==> src/hdl/blx_pkg.sv <==
// ----------------------------------------------------------------------------
// blx_pkg - shared types for the bitwise expression lexer
// Token and error codes, scanner modes and the bundle of tokens that one
// character produces on its way from the scanner to the serialiser.
// ----------------------------------------------------------------------------
package blx_pkg;

    // a single character gives at most three tokens
    localparam int MAX_TOK = 3;

    typedef enum logic [3:0] {
        TK_INT    = 4'd0,
        TK_OR     = 4'd1,
        TK_AND    = 4'd2,
        TK_NOT    = 4'd3,
        TK_LPAREN = 4'd4,
        TK_RPAREN = 4'd5,
        TK_SEMI   = 4'd6,
        TK_SHL    = 4'd7,
        TK_SHR    = 4'd8,
        TK_END    = 4'd9,
        TK_ERROR  = 4'd10
    } tok_kind_t;

    typedef enum logic [1:0] {
        ERR_NONE = 2'd0,
        ERR_CHAR = 2'd1,
        ERR_OVF  = 2'd2,
        ERR_OP   = 2'd3
    } err_kind_t;

    typedef enum logic [1:0] {
        SCAN_IDLE = 2'd0,
        SCAN_NUM  = 2'd1,
        SCAN_LT   = 2'd2,
        SCAN_GT   = 2'd3
    } scan_mode_t;

    typedef struct packed {
        tok_kind_t   kind;
        logic [31:0] value;
        err_kind_t   err;
        logic [7:0]  bad;
    } tok_t;

    typedef struct packed {
        logic [1:0]             count;
        tok_t [MAX_TOK-1:0]     toks;
    } bundle_t;

endpackage

==> src/hdl/blx_char_if.sv <==
// ----------------------------------------------------------------------------
// blx_char_if - character request channel
// One ASCII byte per request, with a flag marking the final byte of a text.
// ----------------------------------------------------------------------------
interface blx_char_if;
    logic       valid;
    logic       ready;
    logic [7:0] char_byte;
    logic       end_of_text;

    modport source (output valid, char_byte, end_of_text, input ready);
    modport sink   (input valid, char_byte, end_of_text, output ready);
endinterface

==> src/hdl/blx_tok_if.sv <==
// ----------------------------------------------------------------------------
// blx_tok_if - token request channel
// One token per request: kind, literal value, error detail and run marker.
// ----------------------------------------------------------------------------
interface blx_tok_if;
    logic        valid;
    logic        ready;
    logic [3:0]  token_kind;
    logic [31:0] literal_value;
    logic [1:0]  error_kind;
    logic [7:0]  bad_char;
    logic        last_of_run;

    modport source (output valid, token_kind, literal_value, error_kind, bad_char,
                    last_of_run, input ready);
    modport sink   (input valid, token_kind, literal_value, error_kind, bad_char,
                    last_of_run, output ready);
endinterface

==> src/hdl/bitwise_expression_lexer.sv <==
// ----------------------------------------------------------------------------
// bitwise_expression_lexer - streaming lexer for bitwise expressions
// Turns a character stream into literal, operator, END and error tokens.
// ----------------------------------------------------------------------------
// Usage:
//   chars  : one ASCII byte per request, end_of_text on the final byte. A
//            zero byte also ends the text; it is not scanned itself.
//   tokens : one token per request. Each character yields zero to three
//            tokens; last_of_run marks the final token caused by a character.
// Path: a character's tokens are written into the queue, then loaded into the
//   serialiser's current bundle register and from there into the output register.
// Throughput: one character per cycle while tokens drain; the output port
//   moves one token per cycle, so that port sets the sustained rate when
//   characters cause more than one token each.
// Reset: scanner returns to idle with an empty accumulator, the queue and
//   the output stage are emptied. No clearing pass is needed.
// Stall: a stalled receiver holds the output register; the serialiser and
//   QUEUE_DEPTH bundles keep absorbing characters, after which chars.ready
//   drops until the queue has room again.
// ----------------------------------------------------------------------------
module bitwise_expression_lexer
    import blx_pkg::*;
#(
    parameter int QUEUE_DEPTH = 4
)
(
    input  logic        clk,
    input  logic        rst_n,
    blx_char_if.sink    chars,
    blx_tok_if.source   tokens
);

    // scanner to queue
    logic    push;
    bundle_t push_data;
    logic    full;

    // queue to serialiser
    logic    pop;
    bundle_t pop_data;
    logic    empty;

    // front: classify each character and build its token bundle
    blx_front u_front (
        .clk       (clk),
        .rst_n     (rst_n),
        .chars     (chars),
        .push      (push),
        .push_data (push_data),
        .full      (full)
    );

    // decouple scanning from delivery so each side stalls on its own
    blx_queue #(
        .DEPTH (QUEUE_DEPTH)
    ) u_queue (
        .clk       (clk),
        .rst_n     (rst_n),
        .push      (push),
        .push_data (push_data),
        .full      (full),
        .pop       (pop),
        .pop_data  (pop_data),
        .empty     (empty)
    );

    // back: hand out the tokens of each bundle in order
    blx_back u_back (
        .clk      (clk),
        .rst_n    (rst_n),
        .pop      (pop),
        .pop_data (pop_data),
        .empty    (empty),
        .tokens   (tokens)
    );

endmodule

==> src/hdl/blx_front.sv <==
// ----------------------------------------------------------------------------
// blx_front - character scanner
// Classifies each character against the scanner mode, updates the literal
// accumulator and packs the tokens it causes into one bundle for the queue.
// ----------------------------------------------------------------------------
module blx_front
    import blx_pkg::*;
(
    input  logic            clk,
    input  logic            rst_n,
    blx_char_if.sink        chars,
    output logic            push,
    output bundle_t         push_data,
    input  logic            full
);

    localparam int NUM_CAND = 4;

    localparam logic [7:0] CH_NUL    = 8'h00;
    localparam logic [7:0] CH_TAB    = 8'h09;
    localparam logic [7:0] CH_CR     = 8'h0D;
    localparam logic [7:0] CH_SPACE  = 8'h20;
    localparam logic [7:0] CH_AND    = 8'h26;
    localparam logic [7:0] CH_LPAREN = 8'h28;
    localparam logic [7:0] CH_RPAREN = 8'h29;
    localparam logic [7:0] CH_0      = 8'h30;
    localparam logic [7:0] CH_9      = 8'h39;
    localparam logic [7:0] CH_SEMI   = 8'h3B;
    localparam logic [7:0] CH_LT     = 8'h3C;
    localparam logic [7:0] CH_GT     = 8'h3E;
    localparam logic [7:0] CH_UC_A   = 8'h41;
    localparam logic [7:0] CH_UC_Z   = 8'h5A;
    localparam logic [7:0] CH_LC_A   = 8'h61;
    localparam logic [7:0] CH_LC_Z   = 8'h7A;
    localparam logic [7:0] CH_OR     = 8'h7C;
    localparam logic [7:0] CH_NOT    = 8'h7E;

    function automatic tok_t mk_tok(tok_kind_t k, logic [31:0] v, err_kind_t e,
                                    logic [7:0] b);
        tok_t t;
        t.kind  = k;
        t.value = v;
        t.err   = e;
        t.bad   = b;
        return t;
    endfunction

    function automatic tok_t num_tok(logic [31:0] acc, logic ovf);
        tok_t t;
        if (ovf)
            t = mk_tok(TK_ERROR, 32'd0, ERR_OVF, 8'd0);
        else
            t = mk_tok(TK_INT, acc, ERR_NONE, 8'd0);
        return t;
    endfunction

    scan_mode_t  mode_reg, mode_next, mode_m;
    logic [31:0] acc_reg, acc_next, acc_m;
    logic        ovf_reg, ovf_next, ovf_m;

    logic [7:0]  ch;
    logic [3:0]  digit;
    logic        accept, flush, do_idle;
    logic        is_nul, is_digit, is_alpha, is_space;
    logic [35:0] acc_x10;

    tok_t                cand [NUM_CAND];
    logic [NUM_CAND-1:0] cand_valid;
    logic [1:0]          slot;
    bundle_t             bundle;

    assign ch          = chars.char_byte;
    assign digit       = ch[3:0];
    assign chars.ready = !full;
    assign accept      = chars.valid && !full;

    assign is_nul   = (ch == CH_NUL);
    assign is_digit = (ch >= CH_0) && (ch <= CH_9);
    assign is_alpha = ((ch >= CH_UC_A) && (ch <= CH_UC_Z)) ||
                      ((ch >= CH_LC_A) && (ch <= CH_LC_Z));
    assign is_space = (ch == CH_SPACE) || ((ch >= CH_TAB) && (ch <= CH_CR));
    assign flush    = is_nul || chars.end_of_text;

    // acc * 10 + digit as two shifted adds; upper nibble flags overflow
    assign acc_x10 = ({4'd0, acc_reg} << 3) + ({4'd0, acc_reg} << 1) + {32'd0, digit};

    // mode after the character itself, before any end-of-text flush
    always_comb
    begin
        mode_m  = mode_reg;
        acc_m   = acc_reg;
        ovf_m   = ovf_reg;
        do_idle = 1'b0;
        if (!is_nul)
        begin
            unique case (mode_reg)
                SCAN_NUM:
                begin
                    if (is_digit)
                    begin
                        acc_m = acc_x10[31:0];
                        ovf_m = ovf_reg | (acc_x10[35:32] != 4'd0);
                    end
                    else
                        do_idle = 1'b1;
                end
                SCAN_LT:
                begin
                    mode_m  = SCAN_IDLE;
                    do_idle = (ch != CH_LT);
                end
                SCAN_GT:
                begin
                    mode_m  = SCAN_IDLE;
                    do_idle = (ch != CH_GT);
                end
                SCAN_IDLE:
                    do_idle = 1'b1;
            endcase
            if (do_idle)
            begin
                mode_m = SCAN_IDLE;
                if (is_digit)
                begin
                    mode_m = SCAN_NUM;
                    acc_m  = {28'd0, digit};
                    ovf_m  = 1'b0;
                end
                else if (ch == CH_LT)
                    mode_m = SCAN_LT;
                else if (ch == CH_GT)
                    mode_m = SCAN_GT;
            end
        end
    end

    // next state: a flush returns everything to idle
    always_comb
    begin
        if (flush)
        begin
            mode_next = SCAN_IDLE;
            acc_next  = 32'd0;
            ovf_next  = 1'b0;
        end
        else
        begin
            mode_next = mode_m;
            acc_next  = acc_m;
            ovf_next  = ovf_m;
        end
    end

    // candidate tokens in emission order
    always_comb
    begin
        // token closing the pending construct
        cand_valid[0] = 1'b0;
        cand[0]       = mk_tok(TK_ERROR, 32'd0, ERR_OP, 8'd0);
        if (!is_nul)
        begin
            unique case (mode_reg)
                SCAN_NUM:
                begin
                    cand_valid[0] = !is_digit;
                    if (is_alpha)
                        cand[0] = mk_tok(TK_ERROR, 32'd0, ERR_CHAR, ch);
                    else
                        cand[0] = num_tok(acc_reg, ovf_reg);
                end
                SCAN_LT:
                begin
                    cand_valid[0] = 1'b1;
                    if (ch == CH_LT)
                        cand[0] = mk_tok(TK_SHL, 32'd0, ERR_NONE, 8'd0);
                end
                SCAN_GT:
                begin
                    cand_valid[0] = 1'b1;
                    if (ch == CH_GT)
                        cand[0] = mk_tok(TK_SHR, 32'd0, ERR_NONE, 8'd0);
                end
                SCAN_IDLE:
                    cand_valid[0] = 1'b0;
            endcase
        end

        // single-character token from a fresh scan
        cand_valid[1] = do_idle && !is_space && !is_digit && (ch != CH_LT) &&
                        (ch != CH_GT);
        unique case (ch)
            CH_OR:     cand[1] = mk_tok(TK_OR, 32'd0, ERR_NONE, 8'd0);
            CH_AND:    cand[1] = mk_tok(TK_AND, 32'd0, ERR_NONE, 8'd0);
            CH_NOT:    cand[1] = mk_tok(TK_NOT, 32'd0, ERR_NONE, 8'd0);
            CH_LPAREN: cand[1] = mk_tok(TK_LPAREN, 32'd0, ERR_NONE, 8'd0);
            CH_RPAREN: cand[1] = mk_tok(TK_RPAREN, 32'd0, ERR_NONE, 8'd0);
            CH_SEMI:   cand[1] = mk_tok(TK_SEMI, 32'd0, ERR_NONE, 8'd0);
            default:   cand[1] = mk_tok(TK_ERROR, 32'd0, ERR_CHAR, ch);
        endcase

        // flush of whatever is still pending
        cand_valid[2] = flush && (mode_m != SCAN_IDLE);
        if (mode_m == SCAN_NUM)
            cand[2] = num_tok(acc_m, ovf_m);
        else
            cand[2] = mk_tok(TK_ERROR, 32'd0, ERR_OP, 8'd0);

        cand_valid[3] = flush;
        cand[3]       = mk_tok(TK_END, 32'd0, ERR_NONE, 8'd0);
    end

    // pack valid candidates into consecutive slots
    always_comb
    begin
        slot   = 2'd0;
        bundle = '0;
        for (int i = 0; i < NUM_CAND; i++)
        begin
            if (cand_valid[i])
            begin
                if (slot != 2'(MAX_TOK))
                    bundle.toks[slot] = cand[i];
                slot = slot + 2'd1;
            end
        end
        bundle.count = slot;
    end

    assign push      = accept && (bundle.count != 2'd0);
    assign push_data = bundle;

    always_ff @(posedge clk or negedge rst_n)
    begin
        if (!rst_n)
        begin
            mode_reg <= SCAN_IDLE;
            acc_reg  <= 32'd0;
            ovf_reg  <= 1'b0;
        end
        else if (accept)
        begin
            mode_reg <= mode_next;
            acc_reg  <= acc_next;
            ovf_reg  <= ovf_next;
        end
    end

    a_flush_to_idle: assert property (@(posedge clk) disable iff (!rst_n)
        accept && flush |=> mode_reg == SCAN_IDLE && !ovf_reg)
        else $error("scanner not idle after end of text");

endmodule

==> src/hdl/blx_queue.sv <==
// ----------------------------------------------------------------------------
// blx_queue - token bundle queue
// Short first-in first-out store between scanner and serialiser.
// ----------------------------------------------------------------------------
module blx_queue
    import blx_pkg::*;
#(
    parameter int DEPTH = 4
)
(
    input  logic    clk,
    input  logic    rst_n,
    input  logic    push,
    input  bundle_t push_data,
    output logic    full,
    input  logic    pop,
    output bundle_t pop_data,
    output logic    empty
);

    localparam int PTR_W = (DEPTH > 1) ? $clog2(DEPTH) : 1;
    localparam int CNT_W = $clog2(DEPTH + 1);

    bundle_t            mem [DEPTH];
    logic [PTR_W-1:0]   wr_ptr_reg, wr_ptr_next;
    logic [PTR_W-1:0]   rd_ptr_reg, rd_ptr_next;
    logic [CNT_W-1:0]   count_reg, count_next;

    assign full     = (count_reg == CNT_W'(DEPTH));
    assign empty    = (count_reg == '0);
    assign pop_data = mem[rd_ptr_reg];

    always_comb
    begin
        wr_ptr_next = wr_ptr_reg;
        rd_ptr_next = rd_ptr_reg;
        if (push)
            wr_ptr_next = (wr_ptr_reg == PTR_W'(DEPTH - 1)) ? '0 : wr_ptr_reg + 1'b1;
        if (pop)
            rd_ptr_next = (rd_ptr_reg == PTR_W'(DEPTH - 1)) ? '0 : rd_ptr_reg + 1'b1;
        count_next = count_reg + CNT_W'(push) - CNT_W'(pop);
    end

    always_ff @(posedge clk)
    begin
        if (push)
            mem[wr_ptr_reg] <= push_data;
    end

    always_ff @(posedge clk or negedge rst_n)
    begin
        if (!rst_n)
        begin
            wr_ptr_reg <= '0;
            rd_ptr_reg <= '0;
            count_reg  <= '0;
        end
        else
        begin
            wr_ptr_reg <= wr_ptr_next;
            rd_ptr_reg <= rd_ptr_next;
            count_reg  <= count_next;
        end
    end

    a_no_overrun: assert property (@(posedge clk) disable iff (!rst_n)
        push |-> !full || pop)
        else $error("bundle pushed into full queue");

    a_no_underrun: assert property (@(posedge clk) disable iff (!rst_n)
        pop |-> !empty)
        else $error("bundle popped from empty queue");

endmodule

==> src/hdl/blx_back.sv <==
// ----------------------------------------------------------------------------
// blx_back - token serialiser
// Takes one bundle at a time from the queue and hands its tokens out one per
// request through a registered output stage.
// ----------------------------------------------------------------------------
module blx_back
    import blx_pkg::*;
(
    input  logic        clk,
    input  logic        rst_n,
    output logic        pop,
    input  bundle_t     pop_data,
    input  logic        empty,
    blx_tok_if.source   tokens
);

    logic       cur_valid_reg, cur_valid_next;
    bundle_t    cur_reg, cur_next;
    logic [1:0] idx_reg, idx_next;
    logic       out_valid_reg, out_valid_next;
    tok_t       out_tok_reg, out_tok_next;
    logic       out_last_reg, out_last_next;

    logic       out_free, send, cur_last;

    assign out_free = !out_valid_reg || tokens.ready;
    assign send     = cur_valid_reg && out_free;
    assign cur_last = (idx_reg == cur_reg.count - 2'd1);
    assign pop      = !empty && (!cur_valid_reg || (send && cur_last));

    always_comb
    begin
        out_valid_next = out_valid_reg;
        out_tok_next   = out_tok_reg;
        out_last_next  = out_last_reg;
        idx_next       = idx_reg;
        cur_valid_next = cur_valid_reg;
        cur_next       = cur_reg;
        if (send)
        begin
            out_valid_next = 1'b1;
            out_tok_next   = cur_reg.toks[idx_reg];
            out_last_next  = cur_last;
            idx_next       = idx_reg + 2'd1;
        end
        else if (tokens.ready)
            out_valid_next = 1'b0;
        if (pop)
        begin
            cur_valid_next = 1'b1;
            cur_next       = pop_data;
            idx_next       = 2'd0;
        end
        else if (send && cur_last)
            cur_valid_next = 1'b0;
    end

    always_ff @(posedge clk or negedge rst_n)
    begin
        if (!rst_n)
        begin
            cur_valid_reg <= 1'b0;
            out_valid_reg <= 1'b0;
            idx_reg       <= 2'd0;
        end
        else
        begin
            cur_valid_reg <= cur_valid_next;
            out_valid_reg <= out_valid_next;
            idx_reg       <= idx_next;
        end
    end

    always_ff @(posedge clk)
    begin
        cur_reg      <= cur_next;
        out_tok_reg  <= out_tok_next;
        out_last_reg <= out_last_next;
    end

    assign tokens.valid         = out_valid_reg;
    assign tokens.token_kind    = out_tok_reg.kind;
    assign tokens.literal_value = out_tok_reg.value;
    assign tokens.error_kind    = out_tok_reg.err;
    assign tokens.bad_char      = out_tok_reg.bad;
    assign tokens.last_of_run   = out_last_reg;

    a_idx_in_bundle: assert property (@(posedge clk) disable iff (!rst_n)
        cur_valid_reg |-> cur_reg.count != 2'd0 && idx_reg < cur_reg.count)
        else $error("serialiser index outside current bundle");

    a_end_is_last: assert property (@(posedge clk) disable iff (!rst_n)
        out_valid_reg && out_tok_reg.kind == TK_END |-> out_last_reg)
        else $error("END token not marked as last of run");

endmodule
==> src/flat_wrapper.sv <==
// flat-port wrapper written by rule: the top's interface ports become plain ports
module bitwise_expression_lexer_flat import blx_pkg::*;
#(
    parameter int QUEUE_DEPTH = 4
)
  (clk, rst_n, chars_valid, chars_char_byte, chars_end_of_text, chars_ready, tokens_valid, tokens_token_kind, tokens_literal_value, tokens_error_kind, tokens_bad_char, tokens_last_of_run, tokens_ready);
  blx_char_if chars_i ();
  blx_tok_if tokens_i ();
  input  logic clk;
  input  logic rst_n;
  input wire logic [$bits(chars_i.valid)-1:0] chars_valid;
  input wire logic [$bits(chars_i.char_byte)-1:0] chars_char_byte;
  input wire logic [$bits(chars_i.end_of_text)-1:0] chars_end_of_text;
  output wire logic [$bits(chars_i.ready)-1:0] chars_ready;
  output wire logic [$bits(tokens_i.valid)-1:0] tokens_valid;
  output wire logic [$bits(tokens_i.token_kind)-1:0] tokens_token_kind;
  output wire logic [$bits(tokens_i.literal_value)-1:0] tokens_literal_value;
  output wire logic [$bits(tokens_i.error_kind)-1:0] tokens_error_kind;
  output wire logic [$bits(tokens_i.bad_char)-1:0] tokens_bad_char;
  output wire logic [$bits(tokens_i.last_of_run)-1:0] tokens_last_of_run;
  input wire logic [$bits(tokens_i.ready)-1:0] tokens_ready;
  assign chars_i.valid = chars_valid;
  assign chars_i.char_byte = chars_char_byte;
  assign chars_i.end_of_text = chars_end_of_text;
  assign chars_ready = chars_i.ready;
  assign tokens_valid = tokens_i.valid;
  assign tokens_token_kind = tokens_i.token_kind;
  assign tokens_literal_value = tokens_i.literal_value;
  assign tokens_error_kind = tokens_i.error_kind;
  assign tokens_bad_char = tokens_i.bad_char;
  assign tokens_last_of_run = tokens_i.last_of_run;
  assign tokens_i.ready = tokens_ready;
  bitwise_expression_lexer #(.QUEUE_DEPTH(QUEUE_DEPTH)) u_core (.clk(clk), .rst_n(rst_n), .chars(chars_i), .tokens(tokens_i));
endmodule
==> config.mk <==
export PLATFORM = sky130hd
export DESIGN_NAME = bitwise_expression_lexer_flat
export DESIGN_NICKNAME = d
export VERILOG_FILES = /design/src/hdl/blx_pkg.sv /design/src/hdl/blx_char_if.sv /design/src/hdl/blx_tok_if.sv /design/src/hdl/bitwise_expression_lexer.sv /design/src/hdl/blx_front.sv /design/src/hdl/blx_queue.sv /design/src/hdl/blx_back.sv /design/src/flat_wrapper.sv
export SDC_FILE = /design/constraint.sdc
export NUM_CORES = 1
export LEC_CHECK = 0
export ABC_AREA = 1
export BUFFER_PORTS_ARGS = -buffer_cell sky130_fd_sc_hd__buf_2
export CAP_MARGIN = 10
export CORE_MARGIN = 4
export CORE_UTILIZATION = 45
export CTS_CLUSTER_DIAMETER = 80
export DETAILED_ROUTE_END_ITERATION = 10
export GPL_TIMING_DRIVEN = 0
export PLACE_DENSITY_LB_ADDON = 0.1
export SYNTH_ARGS = -nofsm -noshare
export SYNTH_HDL_FRONTEND = slang
export SYNTH_SLANG_ARGS = --single-unit
==> constraint.sdc <==
create_clock -name clk -period 24.5 [get_ports clk]
set_clock_uncertainty 0.15 [all_clocks]
set_input_delay 1.225 -clock clk [delete_from_list [all_inputs] [get_ports clk]]
set_output_delay 1.225 -clock clk [all_outputs]
set_load 0.02 [all_outputs]
## Yosys cells after proc, flatten, opt, wreduce, memory -nomap -nowiden

Memory sizes are Yosys's and may differ from the RTL's. A register that Yosys moved wholly into a read port is not among the register bits.
Index checks and enable logic that the tools add are counted.

| word-level totals | value |
|---|---|
| flip-flop bits (word level) | 93 |
| RAM bits | 560 |
| bits of input ports | 13 |
| output and inout bits | 49 |
| logic and storage cells | 170 |
| memories kept | 1 |

Memory list:

| name | words | bits a word | rd ports | clocked after Yosys merged registers in | wr ports | RTL line | RTL |
|---|---|---|---|---|---|---|---|
| u_core.u_queue.mem | 4 | 140 | 1 | 1 | 1 | blx_queue.sv:24 | `bundle_t mem [DEPTH];` |

| operators by class | value |
|---|---|
| $add $sub $neg | 11 |
| order comparisons | 15 |
| equal/unequal tests | 22 |
| muxes and demuxes | 65 |
| bitwise logic cells | 4 |
| reduce and logical (&&, ||, !) cells | 38 |

Operators by type and width:

| cell | count |
|---|---|
| 138-bit 2-to-1 mux | 6 |
| 46-bit 2-to-1 mux | 11 |
| 138-bit bitwise mux | 2 |
| 46-bit demux with 2-bit select | 3 |
| 46-bit one-hot mux with 6 select lines | 1 |
| 32-bit 2-to-1 mux | 6 |
| 46-bit one-hot mux with 3 select lines | 1 |
| 132-bit bitwise AND | 1 |
| 132-bit NOT | 1 |
| 46-bit binary-select mux with 2-bit select | 1 |
| 8-bit by 6-bit == test with 1-bit output, second input constant | 7 |
| 44-bit 2-to-1 mux | 1 |
| 35-bit by 33-bit adder with 36-bit output | 1 |
| 36-bit by 4-bit adder with 36-bit output | 1 |
| 2-bit 2-to-1 mux | 14 |
| 1-bit logical AND | 17 |
| 1-bit 2-to-1 mux | 17 |
| 8-bit by 7-bit == test with 1-bit output, second input constant | 2 |
| 8-bit by 7-bit >= comparator with 1-bit output, second input constant | 2 |
| 8-bit by 7-bit less-or-equal comparator with 1-bit output, second input constant | 2 |
| 8-bit by 6-bit inequality test with 1-bit output, second input constant | 2 |
| 2-bit by 1-bit adder with 2-bit output, second input constant | 6 |
| 2-bit by 3-bit < comparator with 1-bit output, second input constant | 4 |
| 2-bit nonzero test | 5 |
| 24 further kinds | 41 |

## Longest topological paths before layout

Gate-level depths: netlist (run 1).

| depth | value |
|---|---|
| depth after elaboration | 21 |
| mapped depth | 27 |
| gate-level depth less buffers | 27 |

## Hierarchy

From an unflattened synthesis (run 1), not the netlist that was laid out.

| unflattened totals | value |
|---|---|
| cells, all modules | 3973 |
| area total of the unflattened synthesis | 37857.6 um^2 |

By module, submodules not included:

| module | instances | cells an instance | area an instance (um^2) | seq. area each (um^2) |
|---|---|---|---|---|
| blx_queue | 1 | 2244 | 23852.9 | 16991.3 |
| blx_front | 1 | 1298 | 7154.4 | 875.8 |
| blx_back | 1 | 431 | 6850.3 | 5715.5 |

## Worst setup path before layout (run 1)

Ideal clock, no wire load.

| path | value |
|---|---|
| path kind | input to register |
| from | input port chars_char_byte[2] |
| to | memory u_core.u_queue.mem[0][0] in the netlist's numbering (enable) |
| setup time | 0.621 ns |
| data arrival time | 8.938 ns |
| data required time | 23.729 ns |
| path slack | 14.790 ns |
| stages on the path | 20 |
| buffers on the path | 0 |
| path through | inv_1 nand2_1 nor3_1 nand2_1 nand2_1 nand2_1 inv_1 nand2_1 nand2_2 inv_2 ha_1 nand3_1 nand2_1 inv_1 ha_1 or2_2 o21ai_0 nand3_1 nand2_1 nor2_1 |

| between the ends | value |
|---|---|
| cells in the longest elaborated chain, start to end | 19 |
| elaborated cells on any way between the ends | 44 |
| those cells by class | add/sub: 3; order compare: 4; eq/ne: 5; mux: 17; reduce/logical: 15 |

Ends and longest elaborated chain:

| element | RTL line | RTL |
|---|---|---|
| start, declared | flat_wrapper.sv:12 | `input wire logic [$bits(chars_i.char_byte)-1:0] chars_char_byte;` |
| 8-bit by 6-bit >= comparator with 1-bit output / 8-bit by 6-bit less-or-equal comparator with 1-bit output (equally long branches) | blx_front.sv:78 | `assign is_digit = (ch >= CH_0) && (ch <= CH_9);` |
| 1-bit logical AND | blx_front.sv:78 |  |
| 1-bit 2-to-1 mux | blx_front.sv:99 | `if (is_digit)` |
| 1-bit one-hot mux with 4 select lines | blx_front.sv:96 | `unique case (mode_reg)` |
| 1-bit 2-to-1 mux (2 in series) | blx_front.sv:94 | `if (!is_nul)` |
| 1-bit logical AND (4 in series) | blx_front.sv:189 | `cand_valid[1] = do_idle && !is_space && !is_digit && (ch != CH_LT) &&` |
| 2-bit 2-to-1 mux | blx_front.sv:219 | `if (cand_valid[i])` |
| 2-bit by 1-bit adder with 2-bit output | blx_front.sv:223 | `slot = slot + 2'd1;` |
| 2-bit 2-to-1 mux | blx_front.sv:219 |  |
| 2-bit by 1-bit adder with 2-bit output | blx_front.sv:223 |  |
| 2-bit 2-to-1 mux (*) | blx_front.sv:219 |  |
| 2-bit nonzero test (*) | blx_front.sv:229 | `assign push = accept && (bundle.count != 2'd0);` |
| 1-bit logical AND (*) | blx_front.sv:229 |  |
| 1-bit 2-to-1 mux (*) | blx_queue.sv:46 | `if (push)` |
| 1-bit 2-to-1 mux (not written as such) (*) | blx_queue.sv:47 | `mem[wr_ptr_reg] <= push_data;` |
| end, declared | blx_queue.sv:24 |  |

Mark *: on every way between the ends. The rest lies on a longest branch, timed or not. The select of a mux whose other input is x is not followed.

## Worst setup path after layout (run 1)

| path | value |
|---|---|
| from | input port chars_char_byte[2] |
| to | memory u_core.u_queue.mem[1][115] in the netlist's numbering (enable) |

The elaborated chain is that of the path after synthesis.

==> results of run 1 <==
==> power breakdown <==
group	internal, mW	switching [mW]	leakage (nW)
sequential	1.81	0.0864	7.30
combinational	0.314	0.941	5.33
clock	0.646	0.499	1.20
total	2.77	1.53	13.8
==> cell usage in the layout, fill, tap and decap left out, types with 10 or more instances in the layout <==
cell / count
edfxtp_1: 697
nor2_1: 462
nand2_1: 401
o21ai_0: 397
inv_1: 200
o22ai_1: 141
clkbuf_1: 123
nand3_1: 109
clkbuf_16: 81
ha_1: 77
buf_2: 74
a21oi_1: 54
dfrtp_1: 46
nand4_1: 25
clkinv_1: 23
buf_12: 22
buf_1: 14
inv_2: 13
clkinv_2: 13
o21ai_1: 12
a22o_1: 12
nor3_1: 10
==> worst max-delay path: cells and delay by family <==
family | cells | cell delay, ns
fa+ha+maj | 2 | 0.63
simple gates | 13 | 2.77
compound gates | 1 | 0.10
buf+inv | 9 | 1.59
==> through the flow <==
| step | cells | setup slack (ns) |
|---|---|---|
| final | 4064 | 18.26 |
| after global routing | 4064 | 17.89 |
| after CTS | 4063 | 18.28 |
| after detailed placement | 3916 | 17.62 |
| after global placement | 3892 | 8.58 |
| after floorplan | 2881 | 14.79 |
==> cell type report <==
class	count	area share, %
flip-flops and latches	743	59.8
inverters	215	2.21
multi-input cells	1781	24.2
plain buffers	142	1.57
repair buffers	86	2.19
clock inverters	52	1.07
clock buffers	95	5.66
well taps	950	3.22
==> worst max path at each step <==
| stage | startpoint | end | slack [ns] | depth (start not counted) |
|---|---|---|---|---|
| after global placement | chars_char_byte[2] | u_core.u_queue.mem[3][122] | 8.58 | 21 |
| after global routing | chars_char_byte[2] | u_core.u_queue.mem[1][119] | 17.89 | 25 |
| final | chars_char_byte[2] | u_core.u_queue.mem[1][115] | 18.26 | 25 |
| after floorplan | chars_char_byte[2] | u_core.u_queue.mem[0][0] | 14.79 | 20 |
| after CTS | chars_char_byte[2] | u_core.u_queue.mem[1][119] | 18.28 | 25 |
| after detailed placement | chars_char_byte[2] | u_core.u_queue.mem[1][122] | 17.62 | 25 |
==> routing by layer <==
metal / vias to the layer above / share of wire, %
li1: 10500 / -
met1: 11300 / 44
met2: 878 / 47
met3: 133 / 7.0
met4: 0 / 2.0
met5: - / 0
==> logic make-up after synthesis <==
logic type,count (synthesis),synth area share [%]
AO/OA/AOI/OAI,640,10.8
buffers and inverters,357,4.28
adder cells (fa/ha/maj),80,3.16
flip-flops,743,68.2
multiplexers,1,0.0309
XOR/XNOR,16,0.433
AND/OR/NAND/NOR,1044,13.1
==> impl_metrics.tcl, run 1 <==
set metrics [dict create \
    outcome "completed" \
    required_ns 24.66 \
    antenna_found_initial 0 \
    finalCritPeriodShare_pct 25.5 \
    dp_hpwl_um 65200 \
    synth_top_area_share_pct 64.6 \
    ant_nets 0 \
    rows 98 \
    cts.sinks 743 \
    period_needed_ns 6.24 \
    r2r_start "u_core.u_front.mode_reg[0]" \
    avgSynthCellArea_um2 11.2 \
    crit_top_cell "nand2_1" \
    fmaxAchievable_ghz 0.160 \
    largest_register_ffs 520 \
    clk_pin_slew_worst_paths_ns 0.06 \
    rsz0062_at_grt "no" \
    cp.arrival_ns 6.40 \
    cts_buffers 80 \
    fp.dieH_um 276 \
    worst_hold_slack_ns 0.345 \
    drcViolationCount 0 \
    final_layout_size_suffix_gt1_share_pct 8.54 \
    hold_buffers 0 \
    drv_cap 0 \
    nFillCells 6288 \
    synth_common_cells "edfxtp_1, nor2_1, nand2_1, o21ai_0, inv_1" \
    core_area_um2 71400 \
    ys_seq_elements 743 \
    max_stage_delay_ns 0.79 \
    met1_usage_pct 35.0 \
    synth-main-ff-cell "edfxtp_1" \
    r2r-end "u_core.u_queue.mem[1][115]" \
    start_util_pct 45.4 \
    leakagePower_nw 13.8 \
    worst_setup_path_start_kind "primary input" \
    crit_path_end_kind "register" \
    cts.path.max_buffers 3 \
    tns_ns 0 \
    grt_max_degree 108 \
    cts_setup_buffers 0 \
    hold_end "u_core.u_back.tokens.valid" \
    grt_use_met2_pct 39.3 \
    hold_violations 0 \
    vdd_drop_max_mv 0.105 \
    yosysSeqAreaShare_pct 68.2 \
    power_mw 4.30 \
    syn_area_um2 32400 \
    final_cell_area_um2 36900 \
    cts_tree "built" \
    drt-total-wl_um 94900 \
    maxSlewHeadroom_pct 26.0 \
    drt_iter0_drc 2221 \
    syn_to_final_growth_pct 14.0 \
    multiInputGateArea_um2 8940 \
    viasPerCell 5.62 \
    track_usage_pct 24.2 \
    antenna_cells 0 \
    htree_levels 3 \
    port-buffer-count 61 \
    critPathKind "primary input to register" \
    synthCells 2881 \
    vias 22800 \
    regArea_um2 22100 \
    synthesis.nets 2974 \
    post_drt_wl_per_cell_um 23.3 \
    clock_latency_ns 0.62 \
    worstHoldStart "u_core.u_back.cur_valid_reg" \
    yosysTopAreaCell "edfxtp_1" \
    synth_most_common_cell "edfxtp_1" \
    grt_overflow 0 \
    grt_most_used_layer "met2" \
    cts_resized 0 \
    synth.area.top_cells "edfxtp_1, o21ai_0, nor2_1" \
    grt_pass1_vias 22500 \
    fin_nets 3142 \
    setup_viol_count_final 0 \
    min-delay-path-class "register to register" \
    rr_worst_depth 19 \
    cp_slowest_cell "nor2_4" \
    io_pins 62 \
    hold_depth 2 \
    die_x_um 276 \
    synth_edf_count 697 \
    ys_warn_count 0 \
    reg2reg_slack_ns 18.99 \
    ys_types 46 \
    dr.pass1.iters 6 \
    pwr_density_cell_nw_per_um2 116 \
    met3_usage_pct 2.85 \
    place_area_um2 34400 \
    async_reset_ff_share_pct 6.19 \
    place_congestion 0.888 \
    clock-root-buffer "clkbuf_16" \
    grt_pass1_wl_um 141000 \
    crit_fanout 25 \
    postLayoutCoreUtil_pct 51.7 \
    slew_violations 0 \
    worst_slew_pin_slew_ns 1.11 \
    die-area_um2 76300 \
]
Note: power is estimated with default switching activity, not from simulation.
==> run 2, diff against run 1 <==
- ABC_AREA: 1 -> 0
- clock period: 24.5 -> 6.54 ns (I/O delays scaled with it)
==> run 2 against run 1 <==
Net effect:
- synthesized cell count shrank 34%
- via count shrank 25%
- critical path depth shrank 12
- total power grew to 3.5 times the previous value
- worst hold slack lost 0.26 ns
- critical endpoint is now u_core.u_queue.mem[0][55]
- largest cell class unchanged
==> impl_metrics.tcl, run 2 <==
set metrics [dict create \
    grt_pass1_vias 18000 \
    dp_hpwl_um 47200 \
    async_reset_ff_share_pct 6.19 \
    cts_buffers 79 \
    synth.area.top_cells "edfxtp_1, mux4_2, dfrtp_1" \
    dr.pass1.iters 5 \
    min-delay-path-class "primary input to register" \
    viasPerCell 5.63 \
    setup_slack_ns 1.72 \
    power_mw 14.9 \
    final_cell_mix "edfxtp_1, nand2_1, mux4_2" \
    place_ws_ns 1.49 \
    worst_hold_slack_ns 0.0810 \
    multiInputGateArea_um2 8710 \
    fin_nets 2142 \
    track_usage_pct 20.0 \
    cts_tree "built" \
    final_layout_size_suffix_gt1_share_pct 19.6 \
    clk_pin_slew_worst_paths_ns 0.06 \
    setup_viol_count_final 0 \
    synth_edf_count 697 \
    slew_violations 0 \
    start_util_pct 45.5 \
    syn_area_um2 31300 \
    period_needed_ns 4.82 \
    die-area_um2 73900 \
    crit_fanout 5 \
    antenna_cells 0 \
    clock-root-buffer "clkbuf_16" \
    final_common_cell "edfxtp_1" \
    rr_worst_depth 13 \
    hold_depth 2 \
    grt_overflow 0 \
    rows 96 \
    worst_setup_path_start_kind "register" \
    vdd_drop_max_mv 0.321 \
    synth_top_area_share_pct 66.8 \
    synth_most_common_cell "edfxtp_1" \
    synthesis.nets 1984 \
    yosysTopAreaCell "edfxtp_1" \
    cts.sinks 743 \
    die_x_um 272 \
    critPathKind "register to register" \
    post_drt_wl_per_cell_um 23.9 \
    reg2reg_slack_ns 1.72 \
    ys_types 84 \
    synth-main-ff-cell "edfxtp_1" \
    cts.path.max_buffers 3 \
    core_area_um2 68800 \
    cp.arrival_ns 4.99 \
    synth_common_cells "edfxtp_1, nand2_1, mux4_2, o21ai_0, nor2_1" \
    leakagePower_nw 12.3 \
    required_ns 6.71 \
    largest_register_ffs 520 \
    clock_latency_ns 0.62 \
    nFillCells 5699 \
    regArea_um2 22100 \
    io_pins 62 \
    avgSynthCellArea_um2 16.6 \
    pwr_density_cell_nw_per_um2 417 \
    outcome "completed" \
    drcViolationCount 0 \
    ys_warn_count 0 \
    crit_path_end_kind "register" \
    ys_seq_elements 743 \
    drt-total-wl_um 72700 \
    place_congestion 0.860 \
    drv_cap 0 \
    grt_max_degree 52 \
    drt_iter0_drc 1414 \
    vias 17100 \
    syn_to_final_growth_pct 14.1 \
    tns_ns 0 \
    ant_nets 0 \
    cts_resized 0 \
    synthCells 1891 \
    hold_violations 0 \
    rsz0062_at_grt "no" \
    finalCritPeriodShare_pct 73.7 \
    antenna_found_initial 0 \
    worst_slew_pin_slew_ns 1.21 \
    htree_levels 3 \
    fp.dieH_um 272 \
    port-buffer-count 60 \
    maxSlewHeadroom_pct 19.1 \
    yosysSeqAreaShare_pct 70.5 \
    grt_pass1_wl_um 111000 \
    fmaxAchievable_ghz 0.207 \
]
==> run 2: changes by cell type after synthesis, moves of 18 or more <==
cell,previous run,this run
inv_1,202,31
nand4_1,25,5
o22ai_1,141,7
mux2i_1,1,49
and2_1,3,22
clkbuf_1,110,52
nand2_1,401,174
o21ai_0,397,110
nand3_1,109,16
nor2_2,8,31
mux4_2,0,130
nor2_1,466,95
o21ai_1,12,30
==> run 2: what timing repair did <==
action / in CTS / in global routing
hold buffers: 2 / 0
setup buffers: 0 / 0
endpoints found under the hold margin: 47 / 0
==> run 2: cells by family (layout without fill, tap and decap cells) <==
kind of cell    Yosys count  count (layout)  share of synthesized area [%]
compound gates          312             312                           6.23
buf+inv                 127             349                           1.77
mux                     184             184                           11.1
simple gates            415             415                           6.33
xor+xnor                 30              30                          0.839
fa+ha+maj                80              80                           3.27
flops                   743             743                           70.5
==> run 2: critical path, stage by stage, from the launching register on <==
cell and delay (ns):
dfrtp_1 0.43, ha_1 0.30, ha_1 0.19, inv_1 0.08, fa_1 0.45, nand2b_1 0.22
a211o_1 0.33, a21oi_1 0.15, nor2_1 0.10, o41ai_4 0.52, mux2_2 0.42, o211ai_1 0.31
a21oi_2 0.19, nor3_1 0.69
==> run 2: layer usage <==
metal | vias up | track usage (%) | part of all wire (%)
li1 | 7748 | - | -
met1 | 8949 | 27.8 | 44
met2 | 362 | 33.4 | 50
met3 | 88 | 2.84 | 4.1
met4 | 0 | 5.38 | 1.9
met5 | - | 0 | 0
==> run 2: power by group <==
part | switching (mW) | leakage (nW) | total [mW] | internal [mW]
Combinational | 2.32 | 3.86 | 3.73 | 1.41
Sequential | 0.225 | 7.19 | 6.83 | 6.60
Clock | 1.82 | 1.25 | 4.36 | 2.54
Total | 4.36 | 12.3 | 14.9 | 10.6
==> run 2: through the flow <==
stage,instances,cell area (um^2),utilization (%)
6_report,3044,35700,51.9
3_5_place_dp,2896,33100,48.2
5_1_grt,3044,35700,51.9
3_3_place_gp,2882,32800,47.7
4_1_cts,3043,35700,51.9
2_1_floorplan,1891,31300,-
==> run 2: layout make-up <==
cell class	instances	area share [%]
clock buffer	95	5.87
tap	931	3.26
buffer	95	1.21
multi-input combinational	1021	24.4
clock inverter	50	1.27
inverter	32	0.336
sequential	743	61.8
timing repair buffer	77	1.91
==> run 2: final timing paths <==
check	from	to
min in group asynchronous	rst_n	u_core.u_queue.wr_ptr_reg[1]
min	chars_char_byte[5]	u_core.u_queue.mem[2][5]
max reg2reg	u_core.u_front.acc_reg[1]	u_core.u_queue.mem[0][55]
min reg2reg	u_core.u_back.cur_valid_reg	u_core.u_back.tokens.valid
max	u_core.u_front.acc_reg[1]	u_core.u_queue.mem[0][55]
max in group asynchronous	rst_n	u_core.u_front.acc_reg[18]
